`config.mk`:
```
export PLATFORM = sky130hd
export DESIGN_NAME = priority_ready_queue_scheduler
export DESIGN_NICKNAME = d
export VERILOG_FILES = /design/src/sv/prqs_pkg.sv /design/src/sv/prqs_ram.sv /design/src/sv/prqs_ffs.sv /design/src/sv/priority_ready_queue_scheduler.sv
export SDC_FILE = /design/constraint.sdc
export NUM_CORES = 2
export LEC_CHECK = 0
export BUFFER_PORTS_ARGS = -buffer_cell sky130_fd_sc_hd__buf_4
export CAP_MARGIN = 20
export CORE_ASPECT_RATIO = 1.5
export CORE_MARGIN = 5
export CORE_UTILIZATION = 60
export CTS_BUF_LIST = sky130_fd_sc_hd__clkbuf_8 sky130_fd_sc_hd__clkbuf_16
export DETAILED_ROUTE_END_ITERATION = 10
export GPL_TIMING_DRIVEN = 0
export PLACE_DENSITY_LB_ADDON = 0.2
export SLEW_MARGIN = 20
export SYNTH_ARGS = -nofsm -noshare
export SYNTH_HDL_FRONTEND = slang
export SYNTH_SLANG_ARGS = --single-unit
```
`constraint.sdc`:
```
create_clock -name aclk -period 7.44 [get_ports aclk]
set_input_delay 0.372 -clock aclk [delete_from_list [all_inputs] [get_ports aclk]]
set_output_delay 0.372 -clock aclk [all_outputs]
set_load 0.1 [all_outputs]
```
`src/sv/prqs_pkg.sv`:
```
// Shared types and constants of the priority ready-queue scheduler.
`default_nettype none
package prqs_pkg;

    // Fixed field widths of the stream payloads
    localparam int MODE_W  = 2;
    localparam int TASK_W  = 6;
    localparam int PRIO_W  = 5;
    localparam int LEVEL_W = 6;   // wide enough for up to 64 priority levels
    localparam int S_DATA_W = 16;
    localparam int M_DATA_W = 16;

    // Operation codes
    localparam logic [MODE_W-1:0] MODE_MAKE_READY = 2'd0;
    localparam logic [MODE_W-1:0] MODE_REMOVE     = 2'd1;
    localparam logic [MODE_W-1:0] MODE_CHANGE     = 2'd2;
    localparam logic [MODE_W-1:0] MODE_UNUSED     = 2'd3;

    // Find-first-set result over the ready bitmap
    typedef struct packed {
        logic               found;
        logic [LEVEL_W-1:0] level;
    } ffs_t;

endpackage
`default_nettype wire

```
`src/sv/prqs_ram.sv`:
```
// Generic single-write, single-read synchronous RAM with registered read data.
`default_nettype none
module prqs_ram #(
    parameter int WIDTH = 8,
    parameter int DEPTH = 32
) (
    input  wire logic                     aclk,
    input  wire logic                     we,
    input  wire logic [$clog2(DEPTH)-1:0] waddr,
    input  wire logic [WIDTH-1:0]         wdata,
    input  wire logic [$clog2(DEPTH)-1:0] raddr,
    output logic      [WIDTH-1:0]         rdata
);
    logic [WIDTH-1:0] mem [DEPTH];

    always_ff @(posedge aclk) begin
        if (we) begin
            mem[waddr] <= wdata;
        end
        rdata <= mem[raddr];
    end
endmodule
`default_nettype wire

```
`src/sv/prqs_ffs.sv`:
```
// Find-first-set over the ready bitmap; the lowest set bit is the highest priority.
`default_nettype none
module prqs_ffs
    import prqs_pkg::*;
#(
    parameter int NUM_PRIORITIES = 32
) (
    input  wire logic [NUM_PRIORITIES-1:0] bits,
    output ffs_t                           result
);
    always_comb begin
        result.found = |bits;
        result.level = '0;
        for (int i = NUM_PRIORITIES - 1; i >= 0; i--) begin
            if (bits[i]) begin
                result.level = LEVEL_W'(i);
            end
        end
    end
endmodule
`default_nettype wire

```
`src/sv/priority_ready_queue_scheduler.sv`:
```
// Top level of the priority ready-queue scheduler: sequencer, bitmap and queue memories.
// Usage:
//   The s_ channel carries one kernel operation per transfer: make a task ready,
//   remove a ready task, or change the priority of a ready task. The m_ channel
//   returns one result per operation: the task chosen to run next, whether any
//   task is ready, whether a context switch is needed (change only, gated by the
//   switching_enabled register; cfg_wr_en/cfg_wr_data must write it only while idle,
//   unchecked by the block), and a misuse status. A misused operation changes nothing.
// Operation flow:
//   Each operation walks the queue memories one access per cycle. Misuse goes
//   straight to the result register; make-ready reads the tail and appends; remove
//   unlinks, then searches the bitmap and reads a head when its level empties;
//   change unlinks, appends and may re-pick. One item is in work at a time.
// Reset and stalls:
//   aresetn clears the ready bitmap, the per-task ready bits and the chosen task.
//   The queue and link memories need no clearing. A result waits in the output
//   register while m_tready is low; the next operation is taken meanwhile and
//   holds in its final step until the register frees.
`default_nettype none
module priority_ready_queue_scheduler
    import prqs_pkg::*;
#(
    parameter int NUM_PRIORITIES = 32,
    parameter int NUM_TASKS      = 64
) (
    input  wire logic                aclk,
    input  wire logic                aresetn,
    // tdata: mode[1:0], task_id[7:2], priority_req[12:8], zero[15:13]
    input  wire logic [S_DATA_W-1:0] s_tdata,
    input  wire logic                s_tvalid,
    output logic                     s_tready,
    // tdata: next_task[5:0], next_valid[6], switch_needed[7], status[8], zero[15:9]
    output logic      [M_DATA_W-1:0] m_tdata,
    output logic                     m_tvalid,
    input  wire logic                m_tready,
    input  wire logic                cfg_wr_en,
    input  wire logic                cfg_wr_data
);
    localparam int TW = $clog2(NUM_TASKS);
    localparam int PW = $clog2(NUM_PRIORITIES);

    typedef enum logic [3:0] {
        S_IDLE, S_LOOK, S_UNLINK, S_APP, S_APP_WR, S_APP_WR2, S_PICK, S_PICK2, S_FIN
    } state_t;

    state_t                    state_reg, state_next;
    logic [MODE_W-1:0]         mode_reg, mode_next;
    logic [TW-1:0]             task_reg, task_next;
    logic [PW-1:0]             prio_reg, prio_next;
    logic [PW-1:0]             old_reg, old_next;
    logic [TW-1:0]             nx_reg, nx_next;
    logic [TW-1:0]             pv_reg, pv_next;
    logic [NUM_PRIORITIES-1:0] bitmap_reg, bitmap_next;
    logic [NUM_TASKS-1:0]      ready_reg, ready_next;
    logic                      cv_reg, cv_next;
    logic [TW-1:0]             cid_reg, cid_next;
    logic [PW-1:0]             cprio_reg, cprio_next;
    logic                      sw_reg, sw_next;
    logic                      st_reg, st_next;
    logic                      sw_en_reg;
    logic                      m_valid_reg, m_valid_next;
    logic [M_DATA_W-1:0]       m_data_reg, m_data_next;

    // Memory ports
    logic          qh_we, qt_we, ln_we, lp_we, tp_we;
    logic [PW-1:0] qh_waddr, qt_waddr, qh_raddr, qt_raddr;
    logic [TW-1:0] qh_wdata, qt_wdata, qh_rdata, qt_rdata;
    logic [TW-1:0] ln_waddr, lp_waddr, tp_waddr, ln_raddr, lp_raddr, tp_raddr;
    logic [TW-1:0] ln_wdata, lp_wdata, ln_rdata, lp_rdata;
    logic [PW-1:0] tp_wdata, tp_rdata;

    ffs_t ffs_res;

    // Input field decode
    logic [MODE_W-1:0] in_mode;
    logic [TASK_W-1:0] in_task;
    logic [PRIO_W-1:0] in_prio;
    logic [TW-1:0]     in_t;
    logic [PW-1:0]     in_p;
    logic              in_misuse;
    logic              is_head, is_tail;

    assign in_mode = s_tdata[1:0];
    assign in_task = s_tdata[7:2];
    assign in_prio = s_tdata[12:8];
    assign in_t    = TW'(in_task);
    assign in_p    = PW'(in_prio);

    always_comb begin
        in_misuse = 1'b0;
        if (32'(in_task) >= NUM_TASKS || in_mode == MODE_UNUSED) begin
            in_misuse = 1'b1;
        end else if (in_mode == MODE_MAKE_READY) begin
            in_misuse = ready_reg[in_t] || 32'(in_prio) >= NUM_PRIORITIES;
        end else if (in_mode == MODE_REMOVE) begin
            in_misuse = !ready_reg[in_t];
        end else begin
            in_misuse = !ready_reg[in_t] || 32'(in_prio) >= NUM_PRIORITIES;
        end
    end

    assign s_tready = (state_reg == S_IDLE);
    assign m_tvalid = m_valid_reg;
    assign m_tdata  = m_data_reg;

    assign is_head = (qh_rdata == task_reg);
    assign is_tail = (qt_rdata == task_reg);

    prqs_ffs #(.NUM_PRIORITIES(NUM_PRIORITIES)) u_ffs (
        .bits   (bitmap_reg),
        .result (ffs_res)
    );

    always_comb begin
        state_next   = state_reg;
        mode_next    = mode_reg;
        task_next    = task_reg;
        prio_next    = prio_reg;
        old_next     = old_reg;
        nx_next      = nx_reg;
        pv_next      = pv_reg;
        bitmap_next  = bitmap_reg;
        ready_next   = ready_reg;
        cv_next      = cv_reg;
        cid_next     = cid_reg;
        cprio_next   = cprio_reg;
        sw_next      = sw_reg;
        st_next      = st_reg;
        m_valid_next = m_valid_reg && !m_tready;
        m_data_next  = m_data_reg;

        qh_we = 1'b0; qh_waddr = prio_reg; qh_wdata = task_reg; qh_raddr = prio_reg;
        qt_we = 1'b0; qt_waddr = prio_reg; qt_wdata = task_reg; qt_raddr = prio_reg;
        ln_we = 1'b0; ln_waddr = task_reg; ln_wdata = task_reg; ln_raddr = task_reg;
        lp_we = 1'b0; lp_waddr = task_reg; lp_wdata = task_reg; lp_raddr = task_reg;
        tp_we = 1'b0; tp_waddr = task_reg; tp_wdata = prio_reg; tp_raddr = task_reg;

        unique case (state_reg)
            S_IDLE: begin
                if (s_tvalid) begin
                    mode_next = in_mode;
                    task_next = in_t;
                    prio_next = in_p;
                    sw_next   = 1'b0;
                    st_next   = in_misuse;
                    // Fetch the task's priority and links for remove and change
                    ln_raddr  = in_t;
                    lp_raddr  = in_t;
                    tp_raddr  = in_t;
                    if (in_misuse) begin
                        state_next = S_FIN;
                    end else if (in_mode == MODE_MAKE_READY) begin
                        state_next = S_APP;
                    end else begin
                        state_next = S_LOOK;
                    end
                end
            end
            S_LOOK: begin
                old_next   = tp_rdata;
                nx_next    = ln_rdata;
                pv_next    = lp_rdata;
                qh_raddr   = tp_rdata;
                qt_raddr   = tp_rdata;
                state_next = S_UNLINK;
            end
            S_UNLINK: begin
                // Unlink the task from its old level
                if (is_head && is_tail) begin
                    bitmap_next[old_reg] = 1'b0;
                end else begin
                    if (is_head) begin
                        qh_we = 1'b1; qh_waddr = old_reg; qh_wdata = nx_reg;
                    end else begin
                        ln_we = 1'b1; ln_waddr = pv_reg; ln_wdata = nx_reg;
                    end
                    if (is_tail) begin
                        qt_we = 1'b1; qt_waddr = old_reg; qt_wdata = pv_reg;
                    end else begin
                        lp_we = 1'b1; lp_waddr = nx_reg; lp_wdata = pv_reg;
                    end
                end
                if (mode_reg == MODE_REMOVE) begin
                    ready_next[task_reg] = 1'b0;
                    if (is_head && is_tail) begin
                        state_next = S_PICK;
                    end else begin
                        if (cv_reg && cid_reg == task_reg) begin
                            cid_next = is_head ? nx_reg : qh_rdata;
                        end
                        state_next = S_FIN;
                    end
                end else begin
                    state_next = S_APP;
                end
            end
            S_APP: begin
                qt_raddr   = prio_reg;
                state_next = S_APP_WR;
            end
            S_APP_WR: begin
                // Append at the tail of the new level
                qt_we = 1'b1;
                if (bitmap_reg[prio_reg]) begin
                    lp_we = 1'b1; lp_wdata = qt_rdata;
                    ln_we = 1'b1; ln_waddr = qt_rdata;
                end else begin
                    qh_we = 1'b1;
                    lp_we = 1'b1;
                end
                bitmap_next[prio_reg] = 1'b1;
                state_next = S_APP_WR2;
            end
            S_APP_WR2: begin
                ln_we      = 1'b1;
                tp_we      = 1'b1;
                state_next = S_FIN;
                if (mode_reg == MODE_MAKE_READY) begin
                    ready_next[task_reg] = 1'b1;
                    if (!cv_reg || prio_reg < cprio_reg) begin
                        cv_next    = 1'b1;
                        cid_next   = task_reg;
                        cprio_next = prio_reg;
                    end
                end else if (!cv_reg) begin
                    cv_next    = 1'b1;
                    cid_next   = task_reg;
                    cprio_next = prio_reg;
                    sw_next    = sw_en_reg;
                end else if (cid_reg == task_reg) begin
                    cprio_next = prio_reg;
                    if (prio_reg >= old_reg) begin
                        state_next = S_PICK;
                    end
                end else if (prio_reg < cprio_reg) begin
                    cid_next   = task_reg;
                    cprio_next = prio_reg;
                    sw_next    = sw_en_reg;
                end
            end
            S_PICK: begin
                if (ffs_res.found) begin
                    qh_raddr   = PW'(ffs_res.level);
                    cprio_next = PW'(ffs_res.level);
                    state_next = S_PICK2;
                end else begin
                    cv_next    = 1'b0;
                    cid_next   = '0;
                    state_next = S_FIN;
                end
            end
            S_PICK2: begin
                cv_next  = 1'b1;
                cid_next = qh_rdata;
                if (mode_reg == MODE_CHANGE && qh_rdata != task_reg) begin
                    sw_next = sw_en_reg;
                end
                state_next = S_FIN;
            end
            S_FIN: begin
                // Hold until the output register frees
                if (!m_valid_reg || m_tready) begin
                    m_valid_next = 1'b1;
                    m_data_next  = '0;
                    m_data_next[5:0] = cv_reg ? TASK_W'(cid_reg) : '0;
                    m_data_next[6]   = cv_reg;
                    m_data_next[7]   = sw_reg;
                    m_data_next[8]   = st_reg;
                    state_next       = S_IDLE;
                end
            end
            default: begin
                state_next = S_IDLE;
            end
        endcase
    end

    always_ff @(posedge aclk) begin
        if (!aresetn) begin
            state_reg   <= S_IDLE;
            bitmap_reg  <= '0;
            ready_reg   <= '0;
            cv_reg      <= 1'b0;
            cid_reg     <= '0;
            cprio_reg   <= '0;
            sw_en_reg   <= 1'b0;
            m_valid_reg <= 1'b0;
        end else begin
            state_reg   <= state_next;
            bitmap_reg  <= bitmap_next;
            ready_reg   <= ready_next;
            cv_reg      <= cv_next;
            cid_reg     <= cid_next;
            cprio_reg   <= cprio_next;
            m_valid_reg <= m_valid_next;
            if (cfg_wr_en) begin
                sw_en_reg <= cfg_wr_data;
            end
        end
        mode_reg   <= mode_next;
        task_reg   <= task_next;
        prio_reg   <= prio_next;
        old_reg    <= old_next;
        nx_reg     <= nx_next;
        pv_reg     <= pv_next;
        sw_reg     <= sw_next;
        st_reg     <= st_next;
        m_data_reg <= m_data_next;
    end

    prqs_ram #(.WIDTH(TW), .DEPTH(NUM_PRIORITIES)) u_queue_head (
        .aclk(aclk), .we(qh_we), .waddr(qh_waddr), .wdata(qh_wdata),
        .raddr(qh_raddr), .rdata(qh_rdata)
    );
    prqs_ram #(.WIDTH(TW), .DEPTH(NUM_PRIORITIES)) u_queue_tail (
        .aclk(aclk), .we(qt_we), .waddr(qt_waddr), .wdata(qt_wdata),
        .raddr(qt_raddr), .rdata(qt_rdata)
    );
    prqs_ram #(.WIDTH(TW), .DEPTH(NUM_TASKS)) u_link_next (
        .aclk(aclk), .we(ln_we), .waddr(ln_waddr), .wdata(ln_wdata),
        .raddr(ln_raddr), .rdata(ln_rdata)
    );
    prqs_ram #(.WIDTH(TW), .DEPTH(NUM_TASKS)) u_link_prev (
        .aclk(aclk), .we(lp_we), .waddr(lp_waddr), .wdata(lp_wdata),
        .raddr(lp_raddr), .rdata(lp_rdata)
    );
    prqs_ram #(.WIDTH(PW), .DEPTH(NUM_TASKS)) u_task_prio (
        .aclk(aclk), .we(tp_we), .waddr(tp_waddr), .wdata(tp_wdata),
        .raddr(tp_raddr), .rdata(tp_rdata)
    );
endmodule
`default_nettype wire
```
==> summary.md <==
| Metric | Value |
|---|---|
| Largest net degree at the start of global routing | 65 |
| Number of top-level pins | 40 |
| Cell variety after synth | 83 |
| Yosys warns | 0 |
| Sw Share | 32.9% |
| Fin Hold WS | around 0.14 ns |
| HP Class | in -> reg |
| Maximum clock path buffer count | 3 |
| First-pass GRT wire length | ~300 mm |
| Seq/Total Area, Yosys | 69.6% |
| Total number of vias | between 40000 and 50000 |
| Final worst path period share | 75.9% |
| Post-synthesis mux area share | 8.09% |
| Top cells by area, synth | edfxtp_1 (65%), dfxtp_1 (4.3%), mux2i_1 (4.2%) |
| RSZ-0062 raised after global routing | no |
| Run status | finished clean |
| Regs by FF count | u_link_next.mem x384, u_link_prev.mem x384, u_task_prio.mem x320 |
| Period minus WS final | between 5 and 6 ns |
| Initial antenna violation count | 8 |
| Drt drc | 0 |
| Dominant synthesized flop cell | edfxtp_1 |
| Slew headroom | about 15% |
| Critical path's most frequent cell | buf_6 |
| Clk slew on worst S/H paths | about 0.07 ns |
| Buf/Inv on CP | 5 |
| Drt first pass iters | 8 |
| Most frequent cells in the layout | edfxtp_1 (1507), nand2_1 (658), nor2_1 (309), a211oi_1 (291), mux2i_1 (288) |
| Mean area per synthesized cell | between 10 and 15 µm² |
| Nets@finish | 5151 |
| Compound-Gate Fraction of Synth Area | under 10% |
| Power share of the clock group | between 30% and 40% |
| CTS Buf Count | 147 |
| Largest stage delay, worst path | 0.75 ns |
| Fillers | 7986 |
| Multi-input logic area | 0.0194 mm² |
| Die area | 0.123 mm² |
| Synth-to-Final Area Change | 11.5% |
| DPL Wire Length | between 100 and 150 mm |
| Clk root buf | clkbuf_16 |
| Skew-Pair Late Insertion Delay | roughly 0.80 ns |
| Final Max Slew Viols | 0 |
| Dpl cell area | 0.0722 mm² |
| DRT iter0 DRCs | approximately 5300 |
| Critical path's top delay family | simple AND/OR/NAND/NOR gates |
| Worst clock skew | between 0.03 and 0.04 ns |
| GR Util All Layers | about 34% |
| Final Core Density | between 60% and 70% |
| Placement Rows | roughly 150 |
| Placed cells | 6500 |
| Setup violators final | 0 |
| Wire length per cell | just over 30 µm |
| CP max FO | 10 |
| Core Box Area | 0.115 mm² |
| TritonCTS Sinks | around 1700 |
| Via density | roughly 6.7 |
| Largest family of logic cells by synthesized area | compound AO/OA/AOI/OAI gates |
| Max Freq | ~0.18 GHz |
| Slew @ Worst Pin | ~1.3 ns |
| Crit path kind | reg -> reg |
| Max Cap Violations | 0 |
| Flops & latches, synth | between 1500 and 2000 |
| Total gr overflow | 0 |
| Post-Synth Simple-Gate Area | 9.50% |
| Top cell type's share of synthesized area | approximately two thirds |
| Worst-case vdd ir drop | 0.289 mV |
| Number of enable-type register cells in the synthesized netlist | between 1500 and 2000 |
| Routability cong. | around 1.0 |
| Power density over the cells | approximately 330 mW/mm² |
| Die X | 288 µm |
| H-tree depth | 4 |
| Chip height | 426 µm |
| Critical-path cell list | buf_16 > buf_6 > buf_6 > mux4_2 > a22oi_1 > nand4_2 > and2_4 > a222oi_1 > buf_2 > inv_2 > nor2_2 > nand2_1 > nor2_1 |
| Detail Route Antenna Nets | 0 |
| Final Hold Viols | 0 |
| Finished Cell Area | approximately 0.077 mm² |
| PostCTS Resize Cnt | 0 |
| Vias in the first global route | about 45000 |
| Critical path launch point type | flop |
| LEAKAGE | 25.5 nW |
| Comb power frac | about a quarter |
| Synth Area in XOR/XNOR | less than 1% |
| Cell internal pwr | 17.1 mW |
| CTS tree | yes |
| Asr flop ratio synth | 0% |
| Register Area | roughly 0.048 mm² |
| Crit-path slowest cell | nor2_1 |
| Req. time, crit path | approximately 7.9 ns |
| Initial Util | around 60% |
| Synth area leader | edfxtp_1 |
| WP data arrival | slightly above 6 ns |
| Final std cells w/o fill | ~6800 |
| Setup crit end kind | flop |
| Cell area after synthesis | roughly 0.069 mm² |
| Post-Synth Adder-Cell Area | less than 1% |
| P_sw | 8.41 mW |
| Fraction of layout cells with a size suffix above 1 | 11.5% |
| I/O Buffers | 26 |
| Sequential power share | 43.4% |
| Commonest non-fill, non-tap cell in the layout | edfxtp_1 |
| Drt total wl | about 210 mm |
| Synthesized instance count | ~5000 |
[metal layers]
metal  GRT usage, %  vias to the layer above  wire length (µm)
met3           6.93                      878             18100
met4           25.0                        6             19300
met5          0.242                        -                60
li1               -                    19391                 -
met2           58.4                     2795            105000
met1           37.2                    22122             67700
[power by group through the flow]
stage	Clock (mW)	Sequential (mW)	Combinational, mW
3_5_place_dp	0	11.3	6.37
6_report	7.80	11.1	6.64
4_1_cts	7.83	11.1	6.41
5_1_grt	8.20	11.1	6.81
3_3_place_gp	0	11.5	6.02
2_1_floorplan	0	11.3	3.55
[worst register-to-register path, cell delays in order, from the launching register on]
cell and delay (ns):
edfxtp_1 0.72, buf_16 0.24, buf_6 0.17, buf_6 0.18
mux4_2 0.53, a22oi_1 0.23, nand4_2 0.32, and2_4 0.31
a222oi_1 0.68, buf_2 0.32, inv_2 0.13, nor2_2 0.12
nand2_1 0.59, nor2_1 0.75
[metrics by stage]
stage / setup WS (ns) / total power, mW / TNS [ns]
after floorplan: 2.71 / 14.9 / 0
after global placement: -1.92 / 17.5 / -271.85
after detailed placement: 2.02 / 17.6 / 0
after CTS: 1.99 / 25.3 / 0
after global routing: 1.66 / 26.1 / 0
final: 1.80 / 25.5 / 0
[layout make-up]
class | instances | share of cell area [%]
Clock inverter | 115 | 1.34
Sequential cell | 1656 | 62.4
Multi-Input combinational cell | 2858 | 25.1
Antenna cell | 6 | 0.0194
Timing Repair Buffer | 72 | 1.20
Buffer | 355 | 2.20
Tap cell | 1540 | 2.49
Clock buffer | 156 | 5.02
Inverter | 30 | 0.151
[path summary, 6_finish.rpt]
check                       startpoint               endpoint  slack, ns  cells past startpoint
hold / removal                s_tvalid           state_reg[1]       0.14                      3
hold reg to reg   u_link_next.rdata[1]              nx_reg[1]       0.40                      0
setup / recovery           prio_reg[0]  u_link_next.mem[9][5]       1.80                     13
setup reg to reg           prio_reg[0]  u_link_next.mem[9][5]       1.80                     13
[cells by family after synthesis]
logic type	after synthesis
xor gates and xnor gates	19
buffers and inverters	385
DFF	1656
and+or+nand+nor	1445
other	1
muxes	419
adders and majority gates	9
AOI/OAI and AO/OA	959
[synth_stat cells (19+ instances only)]
cell and n:
edfxtp_1 1507, nand2_1 664, nor2_1 309, a211oi_1 291, mux2i_1 288, clkbuf_1 212
and3_1 211, o21ai_0 161, dfxtp_1 149, a311oi_1 136, mux4_2 111, a21boi_0 96
buf_2 86, a31oi_1 80, nor3_1 74, a21oi_1 70, nand2b_1 28, nand3_1 28
a221oi_1 26, inv_1 26, buf_4 24, nor2b_1 23, buf_6 20, and2_1 19
mux2_2 19
[what timing repair did]
action / 4_1_cts / 5_1_grt
hold endpoints to repair: 11 / 0
hold buffers: 10 / 0
buffers inserted: 0 / 0
(Power assumes the default switching activity.)
